===== src/at3_pkg.sv =====
package at3_pkg;

  localparam int FRAC_BITS_DEF = 16;
  localparam int WORD_BITS_DEF = 32;
  localparam int IO_BITS       = 32;
  localparam int OP_BITS       = 4;
  localparam int IDX_BITS      = 4;
  localparam int ELEMS         = 9;
  localparam int CNT_BITS      = 5;

  typedef enum logic [OP_BITS-1:0] {
    OP_IDENT      = 4'd0,
    OP_WR_CUR     = 4'd1,
    OP_WR_OPR     = 4'd2,
    OP_MUL_R      = 4'd3,
    OP_MUL_L      = 4'd4,
    OP_TRANS      = 4'd5,
    OP_ROT        = 4'd6,
    OP_SCALE      = 4'd7,
    OP_ADD_TRANS  = 4'd8,
    OP_SCL_DIAG   = 4'd9,
    OP_INV        = 4'd10,
    OP_TRANSPOSE  = 4'd11,
    OP_SET_TRANS  = 4'd12,
    OP_SET_ROT    = 4'd13,
    OP_SET_SCALE  = 4'd14,
    OP_NONE       = 4'd15
  } op_t;

  typedef enum logic [3:0] {
    ST_IDLE,
    ST_PRE,
    ST_MUL,
    ST_DIAG,
    ST_ADJ,
    ST_DET,
    ST_CHECK,
    ST_DIV,
    ST_INV,
    ST_COMMIT,
    ST_OUT
  } state_t;

  typedef enum logic [2:0] {
    PH_NONE,
    PH_MUL,
    PH_DIAG,
    PH_ADJ,
    PH_DET,
    PH_INV
  } phase_t;

  // Number of multiply-accumulate issues in each phase.
  localparam logic [CNT_BITS-1:0] LEN_MUL  = CNT_BITS'(27);
  localparam logic [CNT_BITS-1:0] LEN_DIAG = CNT_BITS'(2);
  localparam logic [CNT_BITS-1:0] LEN_ADJ  = CNT_BITS'(18);
  localparam logic [CNT_BITS-1:0] LEN_DET  = CNT_BITS'(3);
  localparam logic [CNT_BITS-1:0] LEN_INV  = CNT_BITS'(9);

  typedef struct packed {
    logic                take;
    logic                pre;
    phase_t              phase;
    logic                issue;
    logic [CNT_BITS-1:0] cnt;
    logic                div_start;
    logic                set_singular;
    logic                commit;
    logic                load_out;
  } dp_cmd_t;

  typedef struct packed {
    op_t  op;
    logic det_zero;
    logic div_done;
  } dp_stat_t;

  // Quotient by three for small counts, as a multiply by 11/32.
  function automatic logic [3:0] div3(input logic [CNT_BITS-1:0] v);
    logic [9:0] p;
    p = 10'(v) * 10'd11;
    return p[8:5];
  endfunction

  // Element pair {a, b} read for one product of an adjugate entry.
  function automatic logic [7:0] adj_pair(input logic [3:0] e, input logic t);
    logic [7:0] r;
    unique case (e)
      4'd0:    r = t ? {4'd7, 4'd5} : {4'd4, 4'd8};
      4'd1:    r = t ? {4'd1, 4'd8} : {4'd7, 4'd2};
      4'd2:    r = t ? {4'd4, 4'd2} : {4'd1, 4'd5};
      4'd3:    r = t ? {4'd3, 4'd8} : {4'd6, 4'd5};
      4'd4:    r = t ? {4'd6, 4'd2} : {4'd0, 4'd8};
      4'd5:    r = t ? {4'd0, 4'd5} : {4'd3, 4'd2};
      4'd6:    r = t ? {4'd6, 4'd4} : {4'd3, 4'd7};
      4'd7:    r = t ? {4'd0, 4'd7} : {4'd6, 4'd1};
      4'd8:    r = t ? {4'd3, 4'd1} : {4'd0, 4'd4};
      default: r = '0;
    endcase
    return r;
  endfunction

endpackage


===== src/at3_ctl.sv =====
module at3_ctl (
  input  logic               clk,
  input  logic               rst_n,
  input  logic               in_valid,
  output logic               in_ready,
  output logic               out_valid,
  input  logic               out_ready,
  input  at3_pkg::dp_stat_t  stat,
  output at3_pkg::dp_cmd_t   cmd
);

  at3_pkg::state_t                  state_r, state_nxt;
  logic [at3_pkg::CNT_BITS-1:0]     cnt_r, cnt_nxt;
  logic                             final_r, final_nxt;
  logic                             out_valid_r, out_valid_nxt;
  logic [at3_pkg::CNT_BITS-1:0]     len;
  logic                             inv_first;

  always_comb begin
    unique case (state_r)
      at3_pkg::ST_MUL:  len = at3_pkg::LEN_MUL;
      at3_pkg::ST_DIAG: len = at3_pkg::LEN_DIAG;
      at3_pkg::ST_ADJ:  len = at3_pkg::LEN_ADJ;
      at3_pkg::ST_DET:  len = at3_pkg::LEN_DET;
      at3_pkg::ST_INV:  len = at3_pkg::LEN_INV;
      default:          len = '0;
    endcase
  end

  assign inv_first = (stat.op == at3_pkg::OP_INV) && !final_r;

  always_ff @(posedge clk) begin
    if (!rst_n) begin
      state_r     <= at3_pkg::ST_IDLE;
      cnt_r       <= '0;
      final_r     <= 1'b0;
      out_valid_r <= 1'b0;
    end else begin
      state_r     <= state_nxt;
      cnt_r       <= cnt_nxt;
      final_r     <= final_nxt;
      out_valid_r <= out_valid_nxt;
    end
  end

  // Next state.
  always_comb begin
    state_nxt     = state_r;
    cnt_nxt       = cnt_r;
    final_nxt     = final_r;
    out_valid_nxt = out_valid_r;
    if (out_ready) out_valid_nxt = 1'b0;
    unique case (state_r)
      at3_pkg::ST_IDLE: begin
        if (in_valid) begin
          state_nxt = at3_pkg::ST_PRE;
          final_nxt = 1'b0;
        end
      end
      at3_pkg::ST_PRE: begin
        cnt_nxt = '0;
        unique case (stat.op)
          at3_pkg::OP_MUL_R, at3_pkg::OP_MUL_L, at3_pkg::OP_TRANS,
          at3_pkg::OP_ROT, at3_pkg::OP_SCALE: state_nxt = at3_pkg::ST_MUL;
          at3_pkg::OP_SCL_DIAG:             state_nxt = at3_pkg::ST_DIAG;
          default:                          state_nxt = at3_pkg::ST_ADJ;
        endcase
      end
      at3_pkg::ST_MUL, at3_pkg::ST_DIAG, at3_pkg::ST_ADJ,
      at3_pkg::ST_DET, at3_pkg::ST_INV: begin
        if (cnt_r == len) begin
          cnt_nxt = '0;
          unique case (state_r)
            at3_pkg::ST_MUL:  state_nxt = at3_pkg::ST_COMMIT;
            at3_pkg::ST_DIAG: state_nxt = at3_pkg::ST_ADJ;
            at3_pkg::ST_ADJ:  state_nxt = at3_pkg::ST_DET;
            at3_pkg::ST_DET:  state_nxt = at3_pkg::ST_CHECK;
            default:          state_nxt = at3_pkg::ST_COMMIT;
          endcase
        end else begin
          cnt_nxt = cnt_r + 1'b1;
        end
      end
      at3_pkg::ST_CHECK: begin
        if (inv_first && !stat.det_zero) state_nxt = at3_pkg::ST_DIV;
        else                             state_nxt = at3_pkg::ST_OUT;
      end
      at3_pkg::ST_DIV: begin
        if (stat.div_done) state_nxt = at3_pkg::ST_INV;
      end
      at3_pkg::ST_COMMIT: begin
        final_nxt = 1'b1;
        state_nxt = at3_pkg::ST_ADJ;
      end
      at3_pkg::ST_OUT: begin
        if (!out_valid_r || out_ready) begin
          state_nxt     = at3_pkg::ST_IDLE;
          out_valid_nxt = 1'b1;
        end
      end
      default: state_nxt = at3_pkg::ST_IDLE;
    endcase
  end

  // Commands to the datapath.
  always_comb begin
    cmd              = '0;
    cmd.cnt          = cnt_r;
    cmd.take         = (state_r == at3_pkg::ST_IDLE) && in_valid;
    cmd.pre          = (state_r == at3_pkg::ST_PRE);
    unique case (state_r)
      at3_pkg::ST_MUL:  cmd.phase = at3_pkg::PH_MUL;
      at3_pkg::ST_DIAG: cmd.phase = at3_pkg::PH_DIAG;
      at3_pkg::ST_ADJ:  cmd.phase = at3_pkg::PH_ADJ;
      at3_pkg::ST_DET:  cmd.phase = at3_pkg::PH_DET;
      at3_pkg::ST_INV:  cmd.phase = at3_pkg::PH_INV;
      default:          cmd.phase = at3_pkg::PH_NONE;
    endcase
    cmd.issue        = (cmd.phase != at3_pkg::PH_NONE) && (cnt_r < len);
    cmd.div_start    = (state_r == at3_pkg::ST_CHECK) && inv_first && !stat.det_zero;
    cmd.set_singular = (state_r == at3_pkg::ST_CHECK) && inv_first && stat.det_zero;
    cmd.commit       = (state_r == at3_pkg::ST_COMMIT);
    cmd.load_out     = (state_r == at3_pkg::ST_OUT) && (!out_valid_r || out_ready);
  end

  assign in_ready  = (state_r == at3_pkg::ST_IDLE);
  assign out_valid = out_valid_r;

  a_take_to_pre: assert property (@(posedge clk) disable iff (!rst_n)
    cmd.take |=> state_r == at3_pkg::ST_PRE)
    else $error("accepted transaction did not start its setup step");

  a_issue_in_range: assert property (@(posedge clk) disable iff (!rst_n)
    cmd.issue |-> cnt_r < len)
    else $error("multiply issued past the end of its phase");

  a_load_slot_free: assert property (@(posedge clk) disable iff (!rst_n)
    cmd.load_out |-> (!out_valid_r || out_ready))
    else $error("result overwrote one not yet taken");

  a_div_wait: assert property (@(posedge clk) disable iff (!rst_n)
    (state_r == at3_pkg::ST_DIV && !stat.div_done) |=> state_r == at3_pkg::ST_DIV)
    else $error("left the divide before the reciprocal was ready");

endmodule


===== config.mk =====
export PLATFORM = sky130hd
export DESIGN_NAME = at3_ctl
export DESIGN_NICKNAME = d
export VERILOG_FILES = /design/src/at3_pkg.sv /design/src/at3_ctl.sv
export SDC_FILE = /design/constraint.sdc
export NUM_CORES = 1
export LEC_CHECK = 0
export ABC_AREA = 1
export BUFFER_PORTS_ARGS = -buffer_cell sky130_fd_sc_hd__buf_2
export CAP_MARGIN = 0
export CORE_ASPECT_RATIO = 1.25
export CORE_MARGIN = 2
export CORE_UTILIZATION = 41
export CTS_CLUSTER_SIZE = 10
export DETAILED_ROUTE_END_ITERATION = 10
export GPL_ROUTABILITY_DRIVEN = 0
export GPL_TIMING_DRIVEN = 0
export HOLD_SLACK_MARGIN = 0.15
export PLACE_DENSITY_LB_ADDON = 0.05
export SLEW_MARGIN = 20
export SYNTH_ARGS = -nofsm -noshare
export SYNTH_HDL_FRONTEND = slang
export SYNTH_SLANG_ARGS = --single-unit

===== constraint.sdc =====
create_clock -name clk -period 2 [get_ports clk]
set_input_delay 0.1 -clock clk [delete_from_list [all_inputs] [get_ports clk]]
set_output_delay 0.1 -clock clk [all_outputs]
set_load 0.01 [all_outputs]

### Yosys cells after proc, flatten, opt, wreduce, memory -nomap -nowiden

Cells that the tools add are included.

| word-level totals | value |
|---|---|
| bits in registers | 11 |
| output and inout bits | 17 |

| operators by class | value |
|---|---|
| add/subtract/negate cells | 1 |
| magnitude comparators | 1 |
| eq/ne operators | 22 |
| mux-type cells | 17 |
| reduce and logical (&&, ||, !) cells | 20 |

Operators by type and width:

| kind | number |
|---|---|
| 4-bit by 3-bit == test with 1-bit output (second input constant) | 8 |
| 4-bit one-hot mux with 7 select lines | 1 |
| 5-bit one-hot mux with 5 select lines | 1 |
| 4-bit == test (second input constant) | 5 |
| 4-bit 2-to-1 mux | 5 |
| 3-bit one-hot mux with 5 select lines | 1 |
| 4-bit by 2-bit == test with 1-bit output (second input constant) | 3 |
| 4-bit one-hot mux with 3 select lines | 1 |
| 5-bit one-hot mux with 2 select lines | 1 |
| 5-bit OR reduction | 2 |
| 1-bit logical AND | 8 |
| 2-bit != test (second input constant) | 4 |
| 3-bit one-hot mux with 2 select lines | 1 |
| 5-bit by 1-bit adder with 5-bit output (second input constant) | 1 |
| 5-bit == test | 1 |
| 5-bit less-than comparator | 1 |
| 5-bit 2-to-1 mux | 1 |
| 4-bit by 1-bit == test with 1-bit output (second input constant) | 1 |
| 4-bit logical NOT | 1 |
| 1-bit 2-to-1 mux | 4 |
| 4-bit AND reduction | 1 |
| 2-bit nonzero test | 2 |
| 1-bit logical NOT | 3 |
| 3-bit nonzero test | 1 |
| other kinds (3) | 3 |

### Depth between registers and ports, before layout

| logic depth | value |
|---|---|
| depth after elaboration | 5 |
| mapped depth | 13 |
| depth with buffers taken out | 13 |

### Worst setup path after synthesis

Ideal clock, no wire load.

| timing path | value |
|---|---|
| path kind | register -> register |
| start | register state_r[2] |
| end | register state_r[2] |
| setup time | 0.119 ns |
| arrival time | 1.647 ns |
| data required time | 1.881 ns |
| path slack | 0.234 ns |
| stages on the path, launching flop included | 14 |
| buffers on the path | 0 |
| clock period less this slack | 1.766 ns |
| cells stage by stage | dfxtp_1 > inv_1 > nor2_2 > nand2_2 > nand3_1 > nor2_1 > ha_1 > inv_1 > nor3_1 > nand2_1 > nand2_4 > nand2_4 > nand2_1 > a21oi_2 |

| on the way | value |
|---|---|
| longest elaborated chain between the ends | 5 |

Ends and longest elaborated chain:

| element | RTL line | text |
|---|---|---|
| start, declared | at3_ctl.sv:12 | `at3_pkg::state_t state_r, state_nxt;` |
| start signal, assigned | at3_ctl.sv:34 | `state_r <= at3_pkg::ST_IDLE;` |
| start signal, assigned | at3_ctl.sv:39 | `state_r <= state_nxt;` |
| 4-bit == test, or another cell as far along | at3_ctl.sv:20, at3_ctl.sv:53 |  |
| 5-bit one-hot mux with 5 select lines | at3_ctl.sv:20 | `unique case (state_r)` |
| 5-bit == test | at3_ctl.sv:71 | `if (cnt_r == len) begin` |
| 2-bit != test (no line) | -- |  |
| 4-bit AND reduction (no line) | -- |  |

Parallel ways exist; a longest one is shown, timed or not. The select of a mux whose other input is x is not followed.
A chain may end at the register's enable or synchronous reset.

==> impl_metrics.json <==
{
  "status": "finished, violations left",
  "violations": "setup timing",
  "finalSetupTns_ns": -0.0465,
  "p_sw_uw": 747,
  "drv_slew": 0,
  "preCtsSetupSlack_ns": 0.00167,
  "wl_mm": 2.47,
  "crit_buf_inv": 2,
  "r2r_start": "state_r[2]$_SDFFE_PN0P_",
  "clock_path_buffers": 2,
  "syn_area_sq_um": 943,
  "detail_route.wl_per_cell_um": 10.9,
  "ant_nets": 0,
  "numPortBuffers": 26,
  "p_per_area_nw_per_um2": 1170,
  "rr_endpoint": "state_r[3]$_SDFFE_PN0P_",
  "fin_area_sq_um": 1270,
  "tightest_slew_ns": 0.321,
  "finalCritPeriodShare": 1.02,
  "final_cell_mix": "nand2_1 (39), buf_2 (26), inv_1 (19), nor2_1 (19), nand3_1 (11)",
  "max_stage_delay_ns": 0.38,
  "synth-simple-area-share": 0.489,
  "slew_headroom": 0.785,
  "final_core_util": 0.583,
  "holdPathStages": 6,
  "period_needed_ns": 2.05,
  "dr.pass1.iters": 4,
  "synthMuxAreaShare": 0,
  "clkSinkCount": 11,
  "core_area_sq_um": 2190,
  "vias": 1076,
  "reg2reg_depth": 13,
  "end_kind": "primary output",
  "finClkSkew_ns": 0.00255,
  "area_growth_pct": 35.1,
  "met3_length_um": 108,
  "netlist_instances": 159,
  "yosys.area_share.adder": 0.0663,
  "cp.arrival_ns": 1.95,
  "grt_pass1_vias": 965,
  "hold_viol_final": 0,
  "die-area_sq_um": 2700,
  "ys_seq_elements": 11,
  "p_int_uw": 743,
  "drcViolationCount": 0,
  "grt.overflow.total": 0,
  "r2r_slack_ns": 0.08,
  "drtIter0Drc": 19,
  "hp-class": "in2reg",
  "initial_core_util": 0.431,
  "postPlaceCellArea_sq_um": 1110,
  "fmax_mhz": 489,
  "cts_tree": "built",
  "async_reset_ff_frac": 0,
  "yosysTopAreaCell": "dfxtp_1",
  "yosysWarnings": 0,
  "cts_inserted_buffers": 3,
  "cp_top_family": "simple AND/OR/NAND/NOR gates",
  "h-tree-depth": 1,
  "clk_pin_slew_ns": 0.07,
  "synth_top_family_by_area": "simple AND/OR/NAND/NOR gates",
  "start_kind": "register",
  "wl_met2_mm": 1.37,
  "rsz0062_at_grt": "true",
  "chipWidth_um": 46.9,
  "min_from": "in_valid",
  "worstHoldEndpoint": "final_r$_SDFFE_PN0P_",
  "power_frac_seq": 0.217,
  "crit_top_cell": "nand2_2",
  "startpoint": "state_r[2]$_SDFFE_PN0P_",
  "yosys.area_share.xor_xnor": 0.00928,
  "place_hpwl_mm": 1.87,
  "wl_met1_um": 947,
  "syn-num-nets": 174,
  "row_count": 19,
  "diodes": 0,
  "globalRouteTotalUtil": 0.192,
  "die_h_um": 57.6,
  "p_total_mw": 1.49,
  "highest_layer": "met4",
  "synth_area_leaders": "dfxtp_1 (23%), nand2_1 (16%), inv_1 (9.2%), nor2_1 (8.8%), nand3_1 (6.9%)",
  "finalWorstSetupSlack_ns": -0.0465,
  "grt_pass1_wl_mm": 3.84,
  "ios": 27,
  "critical_path.max_fanout": 5,
  "setup_viol": 1,
  "drive_gt1_frac": 0.372,
  "cts-root-buf": "clkbuf_4",
  "p_leak_nw": 0.686,
  "max-vdd-ir-drop_v": 0.000668,
  "syn_avg_cell_area_sq_um": 5.93,
  "synth.distinct_cells": 22,
  "grt_max_degree": 11,
  "grt_antenna_before_repair": 0,
  "synth_top_area_share": 0.233,
  "synth_top_flop_cell": "dfxtp_1",
  "pwr-share-comb": 0.682,
  "path_cells": "nor2_4 > nand3_1 > nand2_2 > inv_2 > ha_1 > nand2_2 > nor4_2 > nor4_1 > buf_2",
  "synth_compound_area_frac": 0.0782,
  "power.share.switching": 0.501,
  "path_class": "reg2out",
  "final_common_cell": "nand2_1",
  "clkPwrFrac": 0.101,
  "worstSkewPairLatency_ns": 0.26,
  "seq_area_frac_synth": 0.233,
  "cp.required_ns": 1.90,
  "crit_slowest_cell": "dfxtp_4",
  "vias_per_cell": 4.74,
  "fin_nets": 212,
  "synth-edff-count": 0,
  "drv_cap": 0
}
==> worst max-delay path by stage <==
stage | to | depth (start not counted)
2_1_floorplan | state_r[2]$_SDFFE_PN0P_ | 13
3_3_place_gp | state_r[2]$_SDFFE_PN0P_ | 13
3_5_place_dp | state_r[1]$_SDFFE_PN0P_ | 12
4_1_cts | cmd[9] | 10
5_1_grt | cmd[9] | 9
6_report | cmd[9] | 9
==> sequential cells by signal, summed over array words and instances, names as in the netlist <==
signal	flops
cnt_r	5
out_valid	1
state_r	4
final_r	1
==> layout make-up <==
type                    instances  area, sq um
plain buffers                   1         7.51
multi-input cells             118          664
flip-flops and latches         11          235
well taps                      31         38.8
fillers                       245          912
clock buffers                   4         26.3
repair buffers                 33          191
inverters                      29          111
==> repair_timing <==
action | in CTS | in global routing
hold buffers | 2 | 0
setup buffers | 0 | 5
endpoints found under the setup margin | 5 | 7
hold endpoints to repair | 2 | 0
gates cloned | 0 | 0
gates resized for setup | 11 | 17
pin swaps | 2 | 13
==> Yosys cell counts (2+ instances only) <==
master and instances:
a21oi_1 10, o21ai_0 3, nor4_1 2, nor3_1 2, nor2_2 6, nand2_4 3
nor2_1 22, nor2_4 2, inv_1 23, nand2_2 4, nand3_1 13, ha_1 5
nand2_1 41, dfxtp_1 11, inv_2 4, clkinv_1 2
==> power by group through the flow <==
stage / Clock, mW / Sequential, mW / Combinational [mW]
6_report: 0.151 / 0.323 / 1.02
2_1_floorplan: 0 / 0.294 / 0.620
3_5_place_dp: 0 / 0.301 / 0.818
3_3_place_gp: 0 / 0.301 / 0.811
4_1_cts: 0.156 / 0.315 / 0.841
5_1_grt: 0.161 / 0.330 / 1.13
==> routing by layer <==
layer	GRT usage	up-vias
li1	-	564
met1	0.193	477
met2	0.366	29
met3	0.0436	6
met4	0.0595	0
met5	0	-
==> per-stage QoR <==
step | hold WS [ns] | cells
final | 0.291 | 227
after global routing | 0.321 | 227
after CTS | 0.285 | 222
after detailed placement | 0.377 | 216
after global placement | 0.356 | 216
after floorplan | 0.238 | 159
==> cells by family (layout without fill, tap and decap cells) <==
logic type,count (synthesis),after routing
fa+ha+maj,5,5
xor+xnor,1,1
buf+inv,30,67
simple gates,98,98
flops,11,11
compound gates,14,14
==> worst min-delay path: stages <==
cell and delay [ns]:
buf_2 0.09, inv_1 0.03, nor2_1 0.12, nor3_1 0.06
nor2_1 0.08, nor2_1 0.04
Power figures use the tool's default switching activity.
